### config.mk
export PLATFORM = sky130hd
export DESIGN_NAME = tctw_ctrl
export DESIGN_NICKNAME = d
export VERILOG_FILES = /design/src/rtl/tctw_pkg.sv /design/src/rtl/tctw_ctrl.sv
export SDC_FILE = /design/constraint.sdc
export NUM_CORES = 1
export LEC_CHECK = 0
export CORE_AREA = 2 2 39 41
export DETAILED_ROUTE_END_ITERATION = 12
export DIE_AREA = 0 0 41 43
export DONT_BUFFER_PORTS = 1
export PLACE_DENSITY = 0.7
export SLEW_MARGIN = 20
export SYNTH_ARGS = -nofsm -noshare
export SYNTH_HDL_FRONTEND = slang
export SYNTH_SLANG_ARGS = --single-unit
### constraint.sdc
create_clock -name clk -period 1.94 [get_ports clk]
set_input_delay 0.097 -clock clk [delete_from_list [all_inputs] [get_ports clk]]
set_output_delay 0.097 -clock clk [all_outputs]
set_load 0.05 [all_outputs]
### src/rtl/tctw_pkg.sv
package tctw_pkg;

	localparam int MAX_COLUMNS = 128;
	localparam int MAX_ROWS    = 64;
	localparam int TAB_SPACES  = 4;

	localparam int DEPTH  = MAX_COLUMNS * MAX_ROWS;
	localparam int AW     = $clog2(DEPTH);
	localparam int PW     = AW + 1;
	localparam int LIM_W  = $clog2(DEPTH + 1);
	localparam int CELL_W = 16;
	localparam int COL_W  = $clog2(MAX_COLUMNS);
	localparam int ROW_W  = $clog2(MAX_ROWS + TAB_SPACES);
	localparam int DCNT_W = $clog2(AW);
	localparam int TC_W   = $clog2(TAB_SPACES + 1);

	localparam int CMD_W      = 3;
	localparam int CHAR_W     = 8;
	localparam int ATTR_W     = 8;
	localparam int TROW_W     = 6;
	localparam int TCOL_W     = 7;
	localparam int RPT_W      = 16;
	localparam int CFG_IDX_W  = 1;
	localparam int CFG_DATA_W = 8;
	localparam int CW         = 8;
	localparam int RW         = 7;

	localparam logic [CW-1:0] COLS_RST = CW'(80);
	localparam logic [RW-1:0] ROWS_RST = RW'(25);

	localparam logic [CFG_IDX_W-1:0] REG_COLS = 1'b0;
	localparam logic [CFG_IDX_W-1:0] REG_ROWS = 1'b1;

	localparam logic [CMD_W-1:0] CMD_TTY    = 3'd0;
	localparam logic [CMD_W-1:0] CMD_SETCUR = 3'd1;
	localparam logic [CMD_W-1:0] CMD_WRCA   = 3'd2;
	localparam logic [CMD_W-1:0] CMD_WRC    = 3'd3;
	localparam logic [CMD_W-1:0] CMD_READ   = 3'd4;

	localparam logic [CHAR_W-1:0] CH_BS    = 8'h08;
	localparam logic [CHAR_W-1:0] CH_TAB   = 8'h09;
	localparam logic [CHAR_W-1:0] CH_LF    = 8'h0A;
	localparam logic [CHAR_W-1:0] CH_CR    = 8'h0D;
	localparam logic [CHAR_W-1:0] CH_SPACE = 8'h20;

	typedef enum logic [3:0] {
		ST_CLEAR, ST_IDLE, ST_NORM_A, ST_NORM_B, ST_NORM_C, ST_DIV, ST_EXEC,
		ST_STEP, ST_KEEP, ST_RDCAP, ST_CHECK, ST_SCR_RD, ST_SCR_WR, ST_FILL,
		ST_FINISH
	} state_t;

	typedef enum logic [3:0] {
		OP_NONE, OP_LOAD, OP_CLEAR, OP_NORM_A, OP_NORM_B, OP_NORM_C, OP_DIV,
		OP_EXEC, OP_STEP, OP_KEEP, OP_RDCAP, OP_SCR_INIT, OP_SCR_RD, OP_SCR_WR,
		OP_FILL, OP_OUT
	} op_t;

	typedef enum logic [1:0] {K_SINGLE, K_STEP, K_KEEP, K_READ} kind_t;

	typedef struct packed {
		op_t op;
	} dp_cmd_t;

	typedef struct packed {
		logic  clr_last;
		logic  dirty;
		logic  div_last;
		kind_t kind;
		logic  step_last;
		logic  scroll_need;
		logic  copy_done;
		logic  fill_last;
		logic  out_free;
	} dp_sts_t;

endpackage

### src/rtl/tctw_ctrl.sv
module tctw_ctrl import tctw_pkg::*; (
	input  logic    clk,
	input  logic    arst_n,
	input  logic    in_valid,
	output logic    in_stall,
	input  dp_sts_t sts,
	output dp_cmd_t cmd_o
);

	state_t state_q, state_d;

	always_ff @(posedge clk or negedge arst_n) begin
		if (!arst_n) begin
			state_q <= ST_CLEAR;
		end else begin
			state_q <= state_d;
		end
	end

	always_comb begin
		state_d = state_q;
		case (state_q)
			ST_CLEAR:  if (sts.clr_last) state_d = ST_IDLE;
			ST_IDLE:   if (in_valid) state_d = sts.dirty ? ST_NORM_A : ST_EXEC;
			ST_NORM_A: state_d = ST_NORM_B;
			ST_NORM_B: state_d = ST_NORM_C;
			ST_NORM_C: state_d = ST_DIV;
			ST_DIV:    if (sts.div_last) state_d = ST_EXEC;
			ST_EXEC: begin
				case (sts.kind)
					K_STEP:  state_d = ST_STEP;
					K_KEEP:  state_d = ST_KEEP;
					K_READ:  state_d = ST_RDCAP;
					default: state_d = ST_CHECK;
				endcase
			end
			ST_STEP:   if (sts.step_last) state_d = ST_CHECK;
			ST_KEEP:   state_d = ST_CHECK;
			ST_RDCAP:  state_d = ST_CHECK;
			ST_CHECK:  state_d = sts.scroll_need ? ST_SCR_RD : ST_FINISH;
			ST_SCR_RD: state_d = sts.copy_done ? ST_FILL : ST_SCR_WR;
			ST_SCR_WR: state_d = ST_SCR_RD;
			ST_FILL:   if (sts.fill_last) state_d = ST_FINISH;
			ST_FINISH: if (sts.out_free) state_d = ST_IDLE;
			default:   state_d = ST_IDLE;
		endcase
	end

	always_comb begin
		cmd_o.op = OP_NONE;
		in_stall = (state_q != ST_IDLE);
		case (state_q)
			ST_CLEAR:  cmd_o.op = OP_CLEAR;
			ST_IDLE:   if (in_valid) cmd_o.op = OP_LOAD;
			ST_NORM_A: cmd_o.op = OP_NORM_A;
			ST_NORM_B: cmd_o.op = OP_NORM_B;
			ST_NORM_C: cmd_o.op = OP_NORM_C;
			ST_DIV:    cmd_o.op = OP_DIV;
			ST_EXEC:   cmd_o.op = OP_EXEC;
			ST_STEP:   cmd_o.op = OP_STEP;
			ST_KEEP:   cmd_o.op = OP_KEEP;
			ST_RDCAP:  cmd_o.op = OP_RDCAP;
			ST_CHECK:  if (sts.scroll_need) cmd_o.op = OP_SCR_INIT;
			ST_SCR_RD: if (!sts.copy_done) cmd_o.op = OP_SCR_RD;
			ST_SCR_WR: cmd_o.op = OP_SCR_WR;
			ST_FILL:   cmd_o.op = OP_FILL;
			ST_FINISH: if (sts.out_free) cmd_o.op = OP_OUT;
			default:   cmd_o.op = OP_NONE;
		endcase
	end

endmodule

* Yosys cells after proc, flatten, opt, wreduce, memory -nomap -nowiden
Cells that the tools add are included.
** Cells by class
- Eq/ne operators :: 24
- Reductions and logical operators :: 3
- Mux-type cells :: 16
** Operators by type and width (count)
- one-hot mux 4 bit (15 select lines) :: 1
- one-hot mux 4 bit (14 select lines) :: 1
- 2-to-1 mux 4 bit :: 9
- equality test 4 bit (second input constant) :: 7
- equality test 4 x 3 -> 1 bit (second input constant) :: 4
- != test 2 bit (second input constant) :: 6
- one-hot mux 4 bit (3 select lines) :: 1
- equality test 4 x 2 -> 1 bit (second input constant) :: 2
- 2-to-1 mux 3 bit :: 2
- AND reduction 6 bit :: 1
- equality test 2 bit (second input constant) :: 2
- equality test 4 x 1 -> 1 bit (second input constant) :: 1
- logical NOT 4 bit :: 1
- != test 4 x 1 -> 1 bit (second input constant) :: 1
- equality test 2 x 1 -> 1 bit (second input constant) :: 1
- 2-to-1 mux 1 bit :: 2
- OR reduction 2 bit :: 1
** Storage, ports and cells
- Register bits :: 4
- Bits of input ports :: 13
- Output and inout bits :: 5
- Word-level logic and storage cells :: 44

* Longest topological paths before layout
Gate-level depths: netlist of the first run.
- Depth in word-level cells :: 3
- Mapped depth :: 6
- Gate-level depth less buffers :: 4

* Worst setup path after synthesis of the first run
No wires, ideal clock.
- Kind :: flip-flop to output port
- Start :: register state_q[2]
- End :: output port cmd_o[1] (netlist bit)
- Cell stages (with the launch flop) :: 6
- Buffers on the path :: 2
- Required time :: 1.843 ns
- Arrival :: 2.062 ns
- Setup slack :: -0.219 ns
- Cell sequence :: dfrtp_1 buf_4 buf_2 nor2_1 nor3_1 a211oi_1
** RTL lines
- from (decl) :: line tctw_ctrl.sv:10 : state_t state_q, state_d;
- from (signal assigned) :: line tctw_ctrl.sv:16 : state_q <= state_d;
- to (decl) :: line tctw_ctrl.sv:7 : output dp_cmd_t cmd_o

==> results of run 1 <==
## stage by stage
step                std cells  util [%]  cell area, sq um  hold slack [ns]  worst slack, ns
floorplan                  74         -             613.1          -0.1986          0.09223
global placement           90     45.57             630.6          -0.1985           0.3516
detailed placement         90     45.57             630.6          -0.1985           0.3035
CTS                        94     47.92             663.1           0.1287           0.1491
global route               94     47.92             663.1           0.1441          0.04557
finish                     94     47.92             663.1           0.1246           0.1318
## metal layers
layer / vias up / global-route usage [%]
met4: 0 / 12.00
li1: 284 / -
met1: 268 / 24.68
met2: 37 / 25.94
met3: 5 / 6.283
met5: - / 0
## cells in the final DEF (no fill, tap or decap), types with 2 or more instances in the layout
master    Yosys  layout
mux2i_1       4       4
nand2_1       5       5
o21ai_0       4       4
nor2_1        4       4
clkbuf_4      0       3
nor3_2        2       2
buf_4         2       8
nor3_1        3       3
nand2b_1      2       2
a21oi_1       6       6
nor2b_1       3       3
nor3b_1       4       4
dfrtp_1       4       4
inv_1         3       3
## worst paths after layout
path / depth (start not counted) / from / end
hold / removal: 1 / arst_n / state_q[1]
setup reg to reg: 4 / state_q[1] / state_q[1]
setup / recovery: 5 / state_q[0] / cmd_o[2]
hold reg to reg: 3 / state_q[3] / state_q[0]
min in group clk: 4 / sts[2] / state_q[0]
max in group asynchronous: 1 / arst_n / state_q[3]
## what timing repair did
item                                   in CTS  in global routing
hold buffers                                1                  0
setup endpoints to repair                   0                  0
endpoints found under the hold margin       4                  0
gates resized for setup                     0                  0
## worst reg2reg max path: cells and delay by family (launching register included)
family / cells / cell delay [ns]
AOI/OAI and AO/OA: 2 / 0.36
DFF: 1 / 0.50
and+or+nand+nor: 2 / 0.68
## area by class of cell
class	count	area (sq um)	share of cell area (%)
multi-input cells	59	439.2	66.23
inverters	3	11.26	1.698
repair buffers	9	70.07	10.57
well taps	16	20.02	3.019
flip-flops and latches	4	100.1	15.09
clock buffers	3	22.52	3.396
## cell families (layout without fill, tap and decap cells)
kind of cell	Yosys count	count (layout)	synth area share, %
mux	5	5	8.436
xor+xnor	1	1	1.441
buf+inv	11	15	12.14
flops	4	4	16.46
simple gates	30	30	33.74
compound gates	23	23	27.78
==> impl_metrics.toml, run 1 <==
[critical_path]
arrival_ns = 1.71
slowest_delay_ns = 0.57
criticalPathCategory = "register to primary output"
cp_slowest_cell = "dfrtp_1"
cp_max_fo = 14
required_ns = 1.84
regToRegSetupSlack_ns = 0.29
setup.worst_path.end_class = "primary output"
crit_buf_inv = 1
cp-start-kind = "register"
crit_chain = "nand2_1 -> nor3_1 -> a21oi_1 -> mux2i_1 -> buf_4"
crit_family = "flip-flops"

[flow_run]
drv_cap = 0

[sta]
setup_viol = 0
fmax_mhz = 553.0
fin_crit_sh_pct = 93.21
fin_setup_tns_ns = 0
layout_min_cycle_time_ns = 1.808
rsz0062_at_grt = "false"
fin_skew_ns = 0.004398
hold_viol_final = 0
slew_headroom_pct = 62.30
finalMaxSlewViolations = 0
worst_pin_slew_ns = 0.5637

[routing]
wl_met3_microns = 142
drc = 0
via_count = 594
wl_microns = 1407
dr.pass1.iters = 4
highest_layer = "met4"
wl_per_cell_microns = 14.97
via_per_inst = 6.319
ant_nets = 0
drt-initial-drc-count = 13
wl_met1_microns = 600
wl_met2_microns = 632

[floorplan]
die_area_sq_um = 1763
rows = 14
start_util_pct = 43.94
die_x_microns = 41
die_h_microns = 43
core_sq_um = 1384
ios = 18

[synth]
yosysTopAreaCellShare_pct = 16.46
ys_warn_count = 0
synthCells = 74
synth_largest_area_cell = "dfrtp_1"
synth-edff-count = 0
syn_area_per_cell_sq_um = 8.217
synth-main-ff-cell = "dfrtp_1"
yosys-top-cells-area = "dfrtp_1 16%, mux2i_1 6.6%, buf_6 5.6%"
seq_area_frac_synth_pct = 16.46
synthArstFlopShare_pct = 100.0
yosysMostFrequentCell = "a21oi_1"
synth.distinct_cells = 37
synth_area_sq_um = 608.1
syn_nets = 87
synth-seq-cells = 4
synthTopCellsByCount = "6 x a21oi_1, 5 x nand2_1"

[cts]
clk_path_buf_depth = 2
cts_setup_buffers = 0
clock_latency_ns = 0.24
numCtsBuffers = 3
cts_htree_levels = 1
clkTransAtPathRegs_ns = 0.04
cts.sinks = 4
cts_tree = "built"
root_buffer = "clkbuf_4"

[placed_design]
io_buffers = 0
dp_hpwl_microns = 1005
place.gp.congestion = 0.7679

[finish]
drive_above_1_share_pct = 25.64
largest_register_ffs = 4
fin_nets = 93
nFillCells = 142
area_delta_synth_final_pct = 9.054
top_regs = "state_q: 4 flops"
n_antenna_cell = 0
largest_register = "state_q"

[global_routing]
track_usage_pct = 19.03
grt_pass1_wl_microns = 2173
antenna_found_initial = 0
grt_max_degree = 15
grt_overflow = 0
grt_pass1_vias = 524

[run_status]
status = "complete, no violations"

[worst_hold_path]
hold_class = "input port to async pin"
Power of run 1 is not shown: default switching activity piles up to over one toggle a cycle in this logic, so the estimate is an artifact.
==> run 2, diff against run 1 <==
--- a/config.mk
+++ b/config.mk
@@ -5,11 +5,12 @@
 export SDC_FILE = /design/constraint.sdc
 export NUM_CORES = 1
 export LEC_CHECK = 0
-export CORE_AREA = 2 2 39 41
+export CELL_PAD_IN_SITES_DETAIL_PLACEMENT = 0
+export CELL_PAD_IN_SITES_GLOBAL_PLACEMENT = 2
+export CORE_UTILIZATION = 34
 export DETAILED_ROUTE_END_ITERATION = 12
-export DIE_AREA = 0 0 41 43
 export DONT_BUFFER_PORTS = 1
-export PLACE_DENSITY = 0.7
+export PLACE_DENSITY = 0.85
 export SLEW_MARGIN = 20
 export SYNTH_ARGS = -nofsm -noshare
 export SYNTH_HDL_FRONTEND = slang
==> run 2 against run 1 <==
  * Via count decreased by 6.4%
  * Critical path depth unchanged
  * Worst hold slack better by 0.0069 ns
  * Final area grew 1.5%
  * First-iteration DRC count fell by 23%
  * Highest routed layer unchanged
==> impl_metrics.toml, run 2 (synthesized netlist as in run 1, its figures left out) <==
[run_status]
status = "complete, no violations"

[finish]
largest_register = "state_q"
fin_nets = 93
largest_register_ffs = 4
drive_above_1_share_pct = 25.64
final_area_sq_um = 673.1
area_delta_synth_final_pct = 10.70
n_antenna_cell = 0
final_common_cell = "buf_4"
final_cell_mix = "8 x buf_4, 6 x a21oi_1, 5 x nand2_1"
top_regs = "state_q: 4 flops"

[placed_design]
dp_slack_ns = 0.3239
place_area_sq_um = 640.6
dp_hpwl_microns = 1038
place.gp.congestion = 0.7570
io_buffers = 0

[cts]
cts_setup_buffers = 0
cts.repair.resized = 0
cts_hold_buf = 1
clkTransAtPathRegs_ns = 0.04
root_buffer = "clkbuf_4"
clk_path_buf_depth = 2
cts_htree_levels = 1
cts_tree = "built"
cts.sinks = 4
clock_latency_ns = 0.24
numCtsBuffers = 3

[floorplan]
die_x_microns = 44.29
die_area_sq_um = 1962
die_h_microns = 44.29
core_sq_um = 1594
rows = 14
ios = 18
start_util_pct = 38.15

[critical_path]
setup.worst_path.end_class = "primary output"
ff2ff_path_depth = 4
criticalPathCategory = "register to primary output"
regToRegSetupSlack_ns = 0.33
arrival_ns = 1.66
timing.rr.end = "state_q[1]"
critPathCapture = "cmd_o[3]"
crit_start = "state_q[2]"
r2r_start = "state_q[2]"
cp_max_fo = 12
cp-start-kind = "register"
required_ns = 1.84

[sta]
worst_pin_slew_ns = 0.5545
rsz0062_at_grt = "false"
setup_viol = 0
fmax_mhz = 568.3
fin_setup_tns_ns = 0
finalMaxSlewViolations = 0
layout_setup_ws_ns = 0.1803
fin_crit_sh_pct = 90.71
layout_min_cycle_time_ns = 1.760
hold_viol_final = 0
fin_skew_ns = 0.007583
slew_headroom_pct = 62.92

[routing]
wl_microns = 1378
via_count = 556
wl_per_cell_microns = 13.51
ant_nets = 0
dr.pass1.iters = 4
drc = 0
drt-initial-drc-count = 10
via_per_inst = 5.451

[global_routing]
track_usage_pct = 16.30
grt_pass1_wl_microns = 2346
grt_overflow = 0
antenna_found_initial = 0
grt_max_degree = 16
grt_pass1_vias = 529

[flow_run]
drv_cap = 0

[worst_hold_path]
hold_class = "input port to async pin"
run 2: cell counts in the layout (fill, tap and decap cells not counted):
Identical to the previous run, type by type.
run 2: area by class of cell:
cell class,count,area (sq um)
tap,24,30.03
sequential,4,100.1
timing repair buffer,9,70.07
inverter,3,11.26
fill,175,920.9
clock buffer,3,22.52
multi-input combinational,59,439.2
run 2: worst min path at each step:
stage / from / endpoint / cells after the start
floorplan: arst_n / state_q[0] / 0
global placement: arst_n / state_q[0] / 0
detailed placement: arst_n / state_q[0] / 0
CTS: arst_n / state_q[3] / 1
global route: arst_n / state_q[3] / 1
finish: arst_n / state_q[3] / 1
run 2: stage by stage:
step | utilization (%) | std cells | hold slack, ns
floorplan | - | 74 | -0.1986
global placement | 40.19 | 98 | -0.1985
detailed placement | 40.19 | 98 | -0.1985
CTS | 42.23 | 102 | 0.1332
global route | 42.23 | 102 | 0.1503
finish | 42.23 | 102 | 0.1315
run 2: worst max-delay path, stage by stage (launching register included):
cell and delay, ns:
dfrtp_1 0.48, buf_4 0.23, nor3_1 0.25, a211oi_1 0.08, o22ai_1 0.16, buf_4 0.22
run 2: layer usage:
layer / wire length [microns] / global-route usage [%] / up-vias / share of wire [%]
met2: 596 / 24.12 / 19 / 43
li1: - / - / 283 / -
met5: 0 / 0 / - / 0
met3: 71 / 4.082 / 2 / 5.2
met1: 705 / 22.31 / 252 / 51
met4: 5 / 7.273 / 0 / 0.36
Power of run 2 is left out for the same reason.
